### src/pps_pkg.sv
package pps_pkg;

  localparam int MAX_PROCESSES = 16;
  localparam int SLOT_W        = $clog2(MAX_PROCESSES);
  localparam int CNT_W         = $clog2(MAX_PROCESSES + 1);
  localparam int SCAN_W        = SLOT_W + 1;

  localparam int KIND_W      = 2;
  localparam int IN_SLOT_W   = 4;
  localparam int SHORT_W     = 16;
  localparam int PRIO_W      = 8;
  localparam int TIME_W      = 32;

  localparam logic [KIND_W-1:0] KIND_CLEAR = 2'd0;
  localparam logic [KIND_W-1:0] KIND_LOAD  = 2'd1;
  localparam logic [KIND_W-1:0] KIND_TICK  = 2'd2;

  typedef logic [SLOT_W-1:0] idx_t;

  typedef struct packed {
    logic [SHORT_W-1:0] arrival;
    logic [SHORT_W-1:0] burst;
    logic [SHORT_W-1:0] remaining;
    logic [PRIO_W-1:0]  prio;
  } entry_t;

  typedef struct packed {
    logic   we;
    idx_t   waddr;
    entry_t wdata;
    idx_t   raddr;
  } mem_req_t;

  typedef enum logic [2:0] {
    S_IDLE,
    S_LOAD,
    S_SCAN,
    S_DEC,
    S_TURN,
    S_WAIT
  } state_t;

endpackage

### src/preemptive_priority_scheduler_top.sv
// Preemptive priority scheduler over a table of process slots.
// Command channel: an item is taken when start is high and busy is low.
// kind selects clear (empty the table, zero the clock), load (write one slot
// with arrival, burst and priority) or tick (run one unit of time).
// A clear takes effect at once and never raises busy. A load holds busy for
// one cycle to read the old slot entry and write the new one.
// A tick reads the slot table one entry per cycle through its single read
// port, and busy stays high through the scan and the decrement step;
// when the chosen process finishes, states S_TURN and S_WAIT form the times.
// A completion is shown on the result ports for one cycle with done high,
// in the first cycle with busy low; the receiver cannot hold it off, and a new
// item may be started in that same cycle.
// A new tick is taken only once the previous one has let busy fall.
// Synchronous reset empties the table, zeroes the clock and returns to idle;
// table entries are not cleared; every slot is read, but only valid ones count.
module preemptive_priority_scheduler_top (
  input  logic                           clk,
  input  logic                           rst,
  input  logic                           start,
  output logic                           busy,
  input  logic [pps_pkg::KIND_W-1:0]     kind,
  input  logic [pps_pkg::IN_SLOT_W-1:0]  slot,
  input  logic [pps_pkg::SHORT_W-1:0]    arrival_time,
  input  logic [pps_pkg::SHORT_W-1:0]    burst_time,
  input  logic [pps_pkg::PRIO_W-1:0]     priority_level,
  output logic                           done,
  output logic [pps_pkg::IN_SLOT_W-1:0]  process_slot,
  output logic [pps_pkg::TIME_W-1:0]     completion_time,
  output logic [pps_pkg::TIME_W-1:0]     waiting_time,
  output logic [pps_pkg::TIME_W-1:0]     turnaround_time,
  output logic                           all_done
);
  import pps_pkg::*;

  mem_req_t req;
  entry_t   rdata;

  pps_table u_table (
    .clk   (clk),
    .req   (req),
    .rdata (rdata)
  );

  pps_ctrl u_ctrl (
    .clk             (clk),
    .rst             (rst),
    .start           (start),
    .busy            (busy),
    .kind            (kind),
    .slot            (slot),
    .arrival_time    (arrival_time),
    .burst_time      (burst_time),
    .priority_level  (priority_level),
    .req             (req),
    .rdata           (rdata),
    .done            (done),
    .process_slot    (process_slot),
    .completion_time (completion_time),
    .waiting_time    (waiting_time),
    .turnaround_time (turnaround_time),
    .all_done        (all_done)
  );

endmodule

### src/pps_table.sv
module pps_table (
  input  logic              clk,
  input  pps_pkg::mem_req_t req,
  output pps_pkg::entry_t   rdata
);
  import pps_pkg::*;

  entry_t mem [MAX_PROCESSES];

  always_ff @(posedge clk) begin
    if (req.we) begin
      mem[req.waddr] <= req.wdata;
    end
    rdata <= mem[req.raddr];
  end

endmodule

### src/pps_ctrl.sv
module pps_ctrl (
  input  logic                           clk,
  input  logic                           rst,
  input  logic                           start,
  output logic                           busy,
  input  logic [pps_pkg::KIND_W-1:0]     kind,
  input  logic [pps_pkg::IN_SLOT_W-1:0]  slot,
  input  logic [pps_pkg::SHORT_W-1:0]    arrival_time,
  input  logic [pps_pkg::SHORT_W-1:0]    burst_time,
  input  logic [pps_pkg::PRIO_W-1:0]     priority_level,
  output pps_pkg::mem_req_t              req,
  input  pps_pkg::entry_t                rdata,
  output logic                           done,
  output logic [pps_pkg::IN_SLOT_W-1:0]  process_slot,
  output logic [pps_pkg::TIME_W-1:0]     completion_time,
  output logic [pps_pkg::TIME_W-1:0]     waiting_time,
  output logic [pps_pkg::TIME_W-1:0]     turnaround_time,
  output logic                           all_done
);
  import pps_pkg::*;

  state_t               state, state_next;
  logic [MAX_PROCESSES-1:0] valid;
  logic [CNT_W-1:0]     fin_count;
  logic [CNT_W-1:0]     valid_count;
  logic [TIME_W-1:0]    current_time;
  logic [SCAN_W-1:0]    cnt;
  idx_t                 chk_idx;
  idx_t                 best_idx;
  entry_t               best;
  logic                 best_found;
  idx_t                 ld_idx;
  entry_t               ld_entry;
  logic [TIME_W-1:0]    turn;
  logic [TIME_W-1:0]    wait_t;
  logic                 all_done_r;

  logic                 in_range;
  logic                 scan_last;
  logic                 cand_ready;
  logic                 take;
  logic                 old_fin;
  logic                 finishing;
  logic [TIME_W-1:0]    time_inc;
  logic [TIME_W-1:0]    arr_ext;
  logic [TIME_W-1:0]    burst_ext;
  entry_t               best_dec;

  assign in_range   = int'(slot) < MAX_PROCESSES;
  assign scan_last  = cnt == SCAN_W'(MAX_PROCESSES);
  assign cand_ready = valid[chk_idx] && (rdata.remaining != '0)
                      && ({{(TIME_W-SHORT_W){1'b0}}, rdata.arrival} <= current_time);
  assign take       = (cnt != '0) && cand_ready && (!best_found || rdata.prio > best.prio);
  assign old_fin    = valid[ld_idx] && (rdata.remaining == '0);
  assign finishing  = best_found && (best.remaining == SHORT_W'(1));
  assign time_inc   = (current_time == '1) ? current_time : current_time + TIME_W'(1);
  assign arr_ext    = {{(TIME_W-SHORT_W){1'b0}}, best.arrival};
  assign burst_ext  = {{(TIME_W-SHORT_W){1'b0}}, best.burst};

  always_comb begin
    best_dec           = best;
    best_dec.remaining = best.remaining - SHORT_W'(1);
  end

  always_ff @(posedge clk) begin
    if (rst) begin
      state <= S_IDLE;
    end else begin
      state <= state_next;
    end
  end

  always_comb begin
    state_next = state;
    req.we     = 1'b0;
    req.waddr  = ld_idx;
    req.wdata  = ld_entry;
    req.raddr  = SLOT_W'(slot);
    unique case (state)
      S_IDLE: begin
        if (start) begin
          if (kind == KIND_LOAD && in_range) begin
            state_next = S_LOAD;
          end else if (kind == KIND_TICK) begin
            state_next = S_SCAN;
          end
        end
      end
      S_LOAD: begin
        req.we     = 1'b1;
        state_next = S_IDLE;
      end
      S_SCAN: begin
        req.raddr = cnt[SLOT_W-1:0];
        if (scan_last) begin
          state_next = S_DEC;
        end
      end
      S_DEC: begin
        req.we    = best_found;
        req.waddr = best_idx;
        req.wdata = best_dec;
        state_next = finishing ? S_TURN : S_IDLE;
      end
      S_TURN: begin
        state_next = S_WAIT;
      end
      S_WAIT: begin
        state_next = S_IDLE;
      end
      default: begin
        state_next = S_IDLE;
      end
    endcase
  end

  always_ff @(posedge clk) begin
    if (rst) begin
      valid        <= '0;
      fin_count    <= '0;
      valid_count  <= '0;
      current_time <= '0;
      best_found   <= 1'b0;
      done         <= 1'b0;
    end else begin
      done <= 1'b0;
      unique case (state)
        S_IDLE: begin
          if (start) begin
            if (kind == KIND_CLEAR) begin
              valid        <= '0;
              fin_count    <= '0;
              valid_count  <= '0;
              current_time <= '0;
            end
            best_found <= 1'b0;
          end
        end
        S_LOAD: begin
          fin_count <= fin_count - CNT_W'(old_fin) + CNT_W'(ld_entry.burst == '0);
          if (!valid[ld_idx]) begin
            valid_count <= valid_count + CNT_W'(1);
          end
          valid[ld_idx] <= 1'b1;
        end
        S_SCAN: begin
          if (take) begin
            best_found <= 1'b1;
          end
        end
        S_DEC: begin
          current_time <= time_inc;
          if (finishing) begin
            fin_count <= fin_count + CNT_W'(1);
          end
        end
        S_TURN: begin
        end
        S_WAIT: begin
          done <= 1'b1;
        end
        default: begin
        end
      endcase
    end
  end

  always_ff @(posedge clk) begin
    if (state == S_IDLE && start) begin
      ld_idx             <= SLOT_W'(slot);
      ld_entry.arrival   <= arrival_time;
      ld_entry.burst     <= burst_time;
      ld_entry.remaining <= burst_time;
      ld_entry.prio      <= priority_level;
      cnt                <= '0;
    end
    if (state == S_SCAN) begin
      cnt     <= cnt + SCAN_W'(1);
      chk_idx <= cnt[SLOT_W-1:0];
      if (take) begin
        best_idx <= chk_idx;
        best     <= rdata;
      end
    end
    if (state == S_TURN) begin
      turn <= (current_time > arr_ext) ? current_time - arr_ext : '0;
    end
    if (state == S_WAIT) begin
      wait_t     <= (turn > burst_ext) ? turn - burst_ext : '0;
      all_done_r <= fin_count == valid_count;
    end
  end

  assign busy            = state != S_IDLE;
  assign process_slot    = IN_SLOT_W'(best_idx);
  assign completion_time = current_time;
  assign waiting_time    = wait_t;
  assign turnaround_time = turn;
  assign all_done        = all_done_r;

endmodule

### config.mk
export PLATFORM = sky130hd
export DESIGN_NAME = preemptive_priority_scheduler_top
export DESIGN_NICKNAME = d
export VERILOG_FILES = /design/src/pps_pkg.sv /design/src/preemptive_priority_scheduler_top.sv /design/src/pps_table.sv /design/src/pps_ctrl.sv
export SDC_FILE = /design/constraint.sdc
export NUM_CORES = 2
export LEC_CHECK = 0
export BUFFER_PORTS_ARGS = -buffer_cell sky130_fd_sc_hd__buf_2
export CORE_MARGIN = 5
export CORE_UTILIZATION = 30
export CTS_CLUSTER_DIAMETER = 60
export DETAILED_ROUTE_END_ITERATION = 8
export GPL_TIMING_DRIVEN = 0
export PLACE_DENSITY = 0.41
export SYNTH_ARGS = -nofsm -noshare
export SYNTH_HDL_FRONTEND = slang
export SYNTH_SLANG_ARGS = --single-unit
### constraint.sdc
create_clock -name clk -period 6.5 [get_ports clk]
set_input_delay 0.65 -clock clk [delete_from_list [all_inputs] [get_ports clk]]
set_output_delay 0.65 -clock clk [all_outputs]
set_load 0.05 [all_outputs]
# [After elaboration in Yosys (flattened, before gate mapping)]
# Memory sizes are Yosys's and may differ from the RTL's. A register that Yosys moved wholly into a read port is not among the register bits.
# Cells that the tools add are included.
# Widths: inputs -> output; s select.
[totals] mem_bits_rw=896 mem_count=1 reg_bits=241 in_bits=49
[op_classes] order_cmp=7 n_bitwise=1 add_sub_neg=9 n_mux=36 n_eq_ne=19 n_reduce_logical=29
[memory_table] memory="u_table.mem" words=16 width=56 rd=1 rd_clocked_by_memory_dff=1 wr=1 line="pps_table.sv:8" rtl="entry_t mem [MAX_PROCESSES];"
[ops] operator="$mux 32" count=3
[ops] operator="$gt 32x16->1" count=2
[ops] operator="$pmux 32 s2" count=1
[ops] operator="$sub 32x16->32" count=2
[ops] operator="$mux 60" count=1
[ops] operator="$add 32x1->32 const B" count=1
[ops] operator="$eq 32x32->1 const B" count=1
[ops] operator="$le 16x32->1" count=1
[ops] operator="$logic_not 16->1" count=2
[ops] operator="$mux 16" count=2
[ops] operator="$pmux 16 s2" count=1
[ops] operator="$mux 5" count=6
[ops] operator="$eq 16x1->1 const B" count=1
[ops] operator="$or 16x16->16" count=1
[ops] operator="$reduce_bool 16->1" count=1
[ops] operator="$sub 16x1->16 const B" count=1
[ops] operator="$add 5x1->5 const B" count=3
[ops] operator="$mux 3" count=5
[ops] operator="$pmux 5 s3" count=1
[ops] operator="$pmux 3 s4" count=1
[ops] operator="$reduce_and 4->1" count=3
[ops] operator="$lt 4x5->1 const B" count=2
[ops] operator="$pmux 5 s2" count=1
[ops] operator="$reduce_and 3->1" count=3
[ops] operator="28 further kinds" count=55

# [Logic depth before layout (Yosys ltp)]
[logic_depth] ltp_word=8 ltp_mapped=16 mapped_depth_nobuf=15

# [Hierarchy]
# Synthesis repeated with hierarchy kept, for this count alone.
[unflattened] cells_unflattened=2778 hier_area_um2=48001.0
[by_module_without_submodules] module="pps_table" seq_area_each_um2=28026.9 cells_per_inst=1445 instances=1 area_per_inst_um2=34678.3
[by_module_without_submodules] module="pps_ctrl" seq_area_each_um2=6606.3 cells_per_inst=1333 instances=1 area_per_inst_um2=13322.8

# [Least setup slack after synthesis]
# Ideal clock, no wire load.
[synth_path] path_type="reg-to-reg" startpoint="reg u_ctrl.current_time[1], in the netlist u_ctrl.completion_time[1]" endpoint="reg u_ctrl.best, in the netlist u_ctrl.arr_ext[0] (enable)" required_ns=6.003 n_path_buf=0 arrival_time_ns=5.146 path_slack_ns=0.857 setup_ns=0.497 stages_incl_launch_ff=10 cell_sequence="dfxtp_1 -> inv_1 -> ha_1 -> nor2b_1 -> o21a_1 -> o21ai_0 -> a211oi_1 -> a2111oi_0 -> o2111ai_1 -> a21oi_1"
[synth_via] elab_chain_len=5
[synth_lines] element="start: declaration" line="pps_ctrl.sv:26" rtl="logic [TIME_W-1:0] current_time;"
[synth_lines] element="start signal: assignment" line="pps_ctrl.sv:152" rtl="current_time <= time_inc;"
[synth_lines] element="$le 16x32->1" line="pps_ctrl.sv:52" rtl="&& ({{(TIME_W-SHORT_W){1'b0}}, rdata.arrival} <= current_time);"
[synth_lines] element="$logic_and 1x1->1" line="pps_ctrl.sv:52"
[synth_lines] element="$logic_and 1x1->1 (2 in series)" line="pps_ctrl.sv:53" rtl="assign take = (cnt != '0) && cand_ready && (!best_found || rdata.prio > best.prio);"
[synth_lines] element="$reduce_and 2->1 (no source line)"
[synth_lines] element="end signal: assignment" line="pps_ctrl.sv:182" rtl="best <= rdata;"
[synth_lines] element="end: declaration" line="pps_ctrl.sv:30" rtl="entry_t best;"
# No other way between the ends.
# A chain may end at the register's enable or synchronous reset.

# [Worst setup path after layout]
[layout_path] startpoint="reg u_ctrl.state[0]" endpoint="reg u_table.rdata[54] (netlist name)"
[layout_via] elab_chain_len=2
[layout_lines] element="start: declaration" line="pps_ctrl.sv:22" rtl="state_t state, state_next;"
[layout_lines] element="start signal: assignment" line="pps_ctrl.sv:69" rtl="state <= state_next;"
[layout_lines] element="$eq 3x2->1" line="pps_ctrl.sv:79" rtl="unique case (state)"
[layout_lines] element="$mux 4" line="pps_ctrl.sv:79"
# No other way between the ends.

==> key figures <==
Route
  • Drc violations: 0
  • Initial drt markers: 2213
  • Drt wl/cell: 25.8 µm
  • DRT Wirelength: 139000 µm
  • Post-route ant nets: 0
  • Via count: 26900
  • Vias per Instance: about 5.0
  • Initial DRT Pass Iterations: 5

Worst setup path
  • Crit-path most repeated cell: clkbuf_1
  • Critical path type: register to register
  • Crit-path max cell delay: 1060 ps
  • Critical path fanouts, max: 10
  • Critical path startpoint category: register
  • Worst path slowest cell: mux2i_1
  • WP data arrival: 5480 ps
  • Worst path required time: 7080 ps
  • CP endpoint kind: register
  • Critical path cell sequence: clkbuf_1 > nor2_1 > nand2_1 > buf_2 > mux2i_1 > clkbuf_1 > clkbuf_1 > a211oi_1 > a31oi_1

Place
  • Worst slack at placement: 1570 ps
  • Placed insts: 5126
  • Post-DP HPWL: between 90000 and 100000 µm
  • IO Port Bufs: 151
  • RePlAce Congestion: between 0.8 and 0.9

Final layout
  • Most frequent cells in the layout: edfxtp_1 (1074), mux4_2 (234), nand2_1 (221), buf_2 (209), clkbuf_16 (141)
  • Most common cell after layout, fill and taps aside: edfxtp_1
  • Layout area overhead: 19.8%
  • Fin cells: 5400
  • Post-layout util: between 30% and 40%
  • Fillers: approximately 15000
  • Layout cells sized above 1: 23.1%
  • Final nets: 3337

Min path
  • Type of the worst min-delay path: input port to register

Synthesis
  • Fraction of the yosys area taken by sequential cells: 72.2%
  • Yosys top cell area share: 67.2%
  • Netlist Area Pre-Place: 48000 µm²
  • Syn. warnings: 0
  • Syn Inst Count: roughly 2800
  • Post-Syn Nets: 2945
  • Yosys reg bits: about 1200
  • Number of enable flip-flop cells after synthesis: 1074
  • Primary FF master, synth: edfxtp_1
  • Area contributors post-synth: edfxtp_1 (67%), mux4_2 (11%), dfxtp_1 (5.0%)
  • Async set or reset register ratio after synthesis: 0%
  • Cell taking the most area after synthesis: edfxtp_1
  • Avg Inst Size Synth: 17.0 µm²
  • Post-synthesis cell type count: 62

Global routing
  • Initial antenna violation count: 5
  • Vias in the first global route: 28400
  • First-pass GRT wire length: approximately 200000 µm
  • Total GRT Usage: 16.5%
  • Largest net degree at the start of global routing: 35
  • Total grt overflow: 0

Timing
  • Final period util: about three quarters
  • WHS: around 72 ps
  • Peak Freq: 204 MHz
  • Worst rel slew slack: 12.2%
  • Fin. max-slew vios: 0
  • Final hold vios: 0
  • Post-route setup slack: ~1600 ps
  • Final setup viols: 0
  • Final setup skew: 28.5 ps
  • Post-layout minimum cycle time: about 5000 ps
  • Setup TNS Final: 0 ps
  • RSZ-0062 raised after global routing: no
  • Worst-Margin Slew: 1280 ps

Clocking
  • Root Buffer: clkbuf_16
  • CTS tree: built
  • CTS Buffer Depth: 3
  • Clk Latency, worst-skew pair: 770 ps
  • Postcts setup bufs: 0
  • H-tree Lvls: 4
  • Worst-path clk slew: 60 ps
  • Clock sink total: between 1000 and 1500
  • Cts bufs inserted: 139

Floorplan
  • I/O pin count: ~150
  • Die Width: 410 µm
  • Starting Density: 30.2%
  • FP Rows: 146
  • DIE AREA: 168000 µm²
  • Vert. Die Dim: 410 µm
  • Core Area: 159000 µm²

Power
  • VDD IR-drop max: 0.221 mV
  • Power per cell area: ~300 nW/µm²
  • Leak pwr: 19.2 nW

Status
  • Status: completed

Flow run
  • Max_cap viols: 0
## kinds of logic after synthesis
logic type	synth area share, %
buffers and inverters	1.91
AND/OR/NAND/NOR	6.37
flip-flops	72.2
multiplexers	11.2
adder cells (fa/ha/maj)	1.95
XOR/XNOR	1.59
AO/OA/AOI/OAI	4.81
## layer usage
layer | vias to the layer above | part of all wire (%) | track usage, %
met5 | - | 0.0093 | 0
li1 | 11900 | - | -
met1 | 14100 | 43 | 21.0
met3 | 189 | 4.4 | 2.67
met2 | 715 | 50 | 28.8
met4 | 2 | 2.7 | 5.01
## flip-flops by register name (all words and copies together) (netlist names), 5 cells and up
name / flops
u_table.rdata: 56
u_ctrl.turnaround_time: 32
u_ctrl.completion_time: 32
u_ctrl.waiting_time: 32
u_ctrl.best: 40
u_ctrl.ld_entry: 40
u_ctrl.arr_ext: 16
u_ctrl.cnt: 5
u_ctrl.valid: 16
u_ctrl.fin_count: 5
u_table.mem: 896
u_ctrl.valid_count: 5
## Yosys cell counts, drive strengths merged, types with 4 or more instances
library cell and count:
nand3b 6, a21o 21, or3 18, and3 10
nor4 23, nand2b 9, nor2b 13, o211ai 5
xor2 39, xnor2 48, dfxtp 119, or4 11
edfxtp 1074, nor3b 11, or2 4, o31ai 8
mux2i 7, nand2 221, nand4 26, ha 70
o21a 9, a21boi 4, mux4 234, a211oi 64
nor2 150, a31oi 76, clkbuf 69, inv 89
o21ai 92, nor3 39, buf 62, a21oi 68
and2 61, nand3 28
## through the flow
| step | total power, mW | instance area [µm²] |
|---|---|---|
| final | 17.3 | 57500 |
| after global routing | 17.9 | 57500 |
| after CTS | 17.5 | 57500 |
| after detailed placement | 9.72 | 52700 |
| after global placement | 9.67 | 51300 |
| after floorplan | 9.27 | 48000 |
## power by group
| part | internal (mW) | switching [mW] |
|---|---|---|
| sequential | 8.49 | 0.0615 |
| combinational | 0.371 | 0.624 |
| clock | 4.61 | 3.14 |
## worst max-delay path, delay by kind of cell, from the launching register on
| family | cells | cell delay, ps |
|---|---|---|
| buffers and inverters | 4 | 2230 |
| muxes | 1 | 1060 |
| AOI/OAI and AO/OA | 2 | 810 |
| DFF | 1 | 330 |
| and+or+nand+nor | 2 | 260 |
## worst paths after layout
kind                                        start            endpoint  slack (ps)  depth (start not counted)
worst min-delay path            priority_level[4]  u_ctrl.ld_entry[4]          70                          1
worst min register to register  u_table.rdata[37]     u_ctrl.best[37]         400                          0
worst max-delay path              u_ctrl.state[0]   u_table.rdata[54]        1600                          9
worst max register to register    u_ctrl.state[0]   u_table.rdata[54]        1600                          9
## final cells by class
cell class / instances / area (µm²) / share of cell area (%)
buffer: 131 / 586 / 1.02
timing repair buffer: 251 / 2200 / 3.83
tap: 2072 / 2590 / 4.51
sequential: 1193 / 34600 / 60.2
multi-input combinational: 1410 / 12600 / 21.9
inverter: 89 / 334 / 0.581
clock inverter: 70 / 767 / 1.33
clock buffer: 183 / 3790 / 6.59
antenna: 1 / 2.50 / 0.00435
## repair_timing
item / CTS / global route
hold buffers: 15 / 0
gates resized for setup: 0 / 0
hold endpoints to repair: 15 / 0
Note: power is estimated with default switching activity, not from simulation.
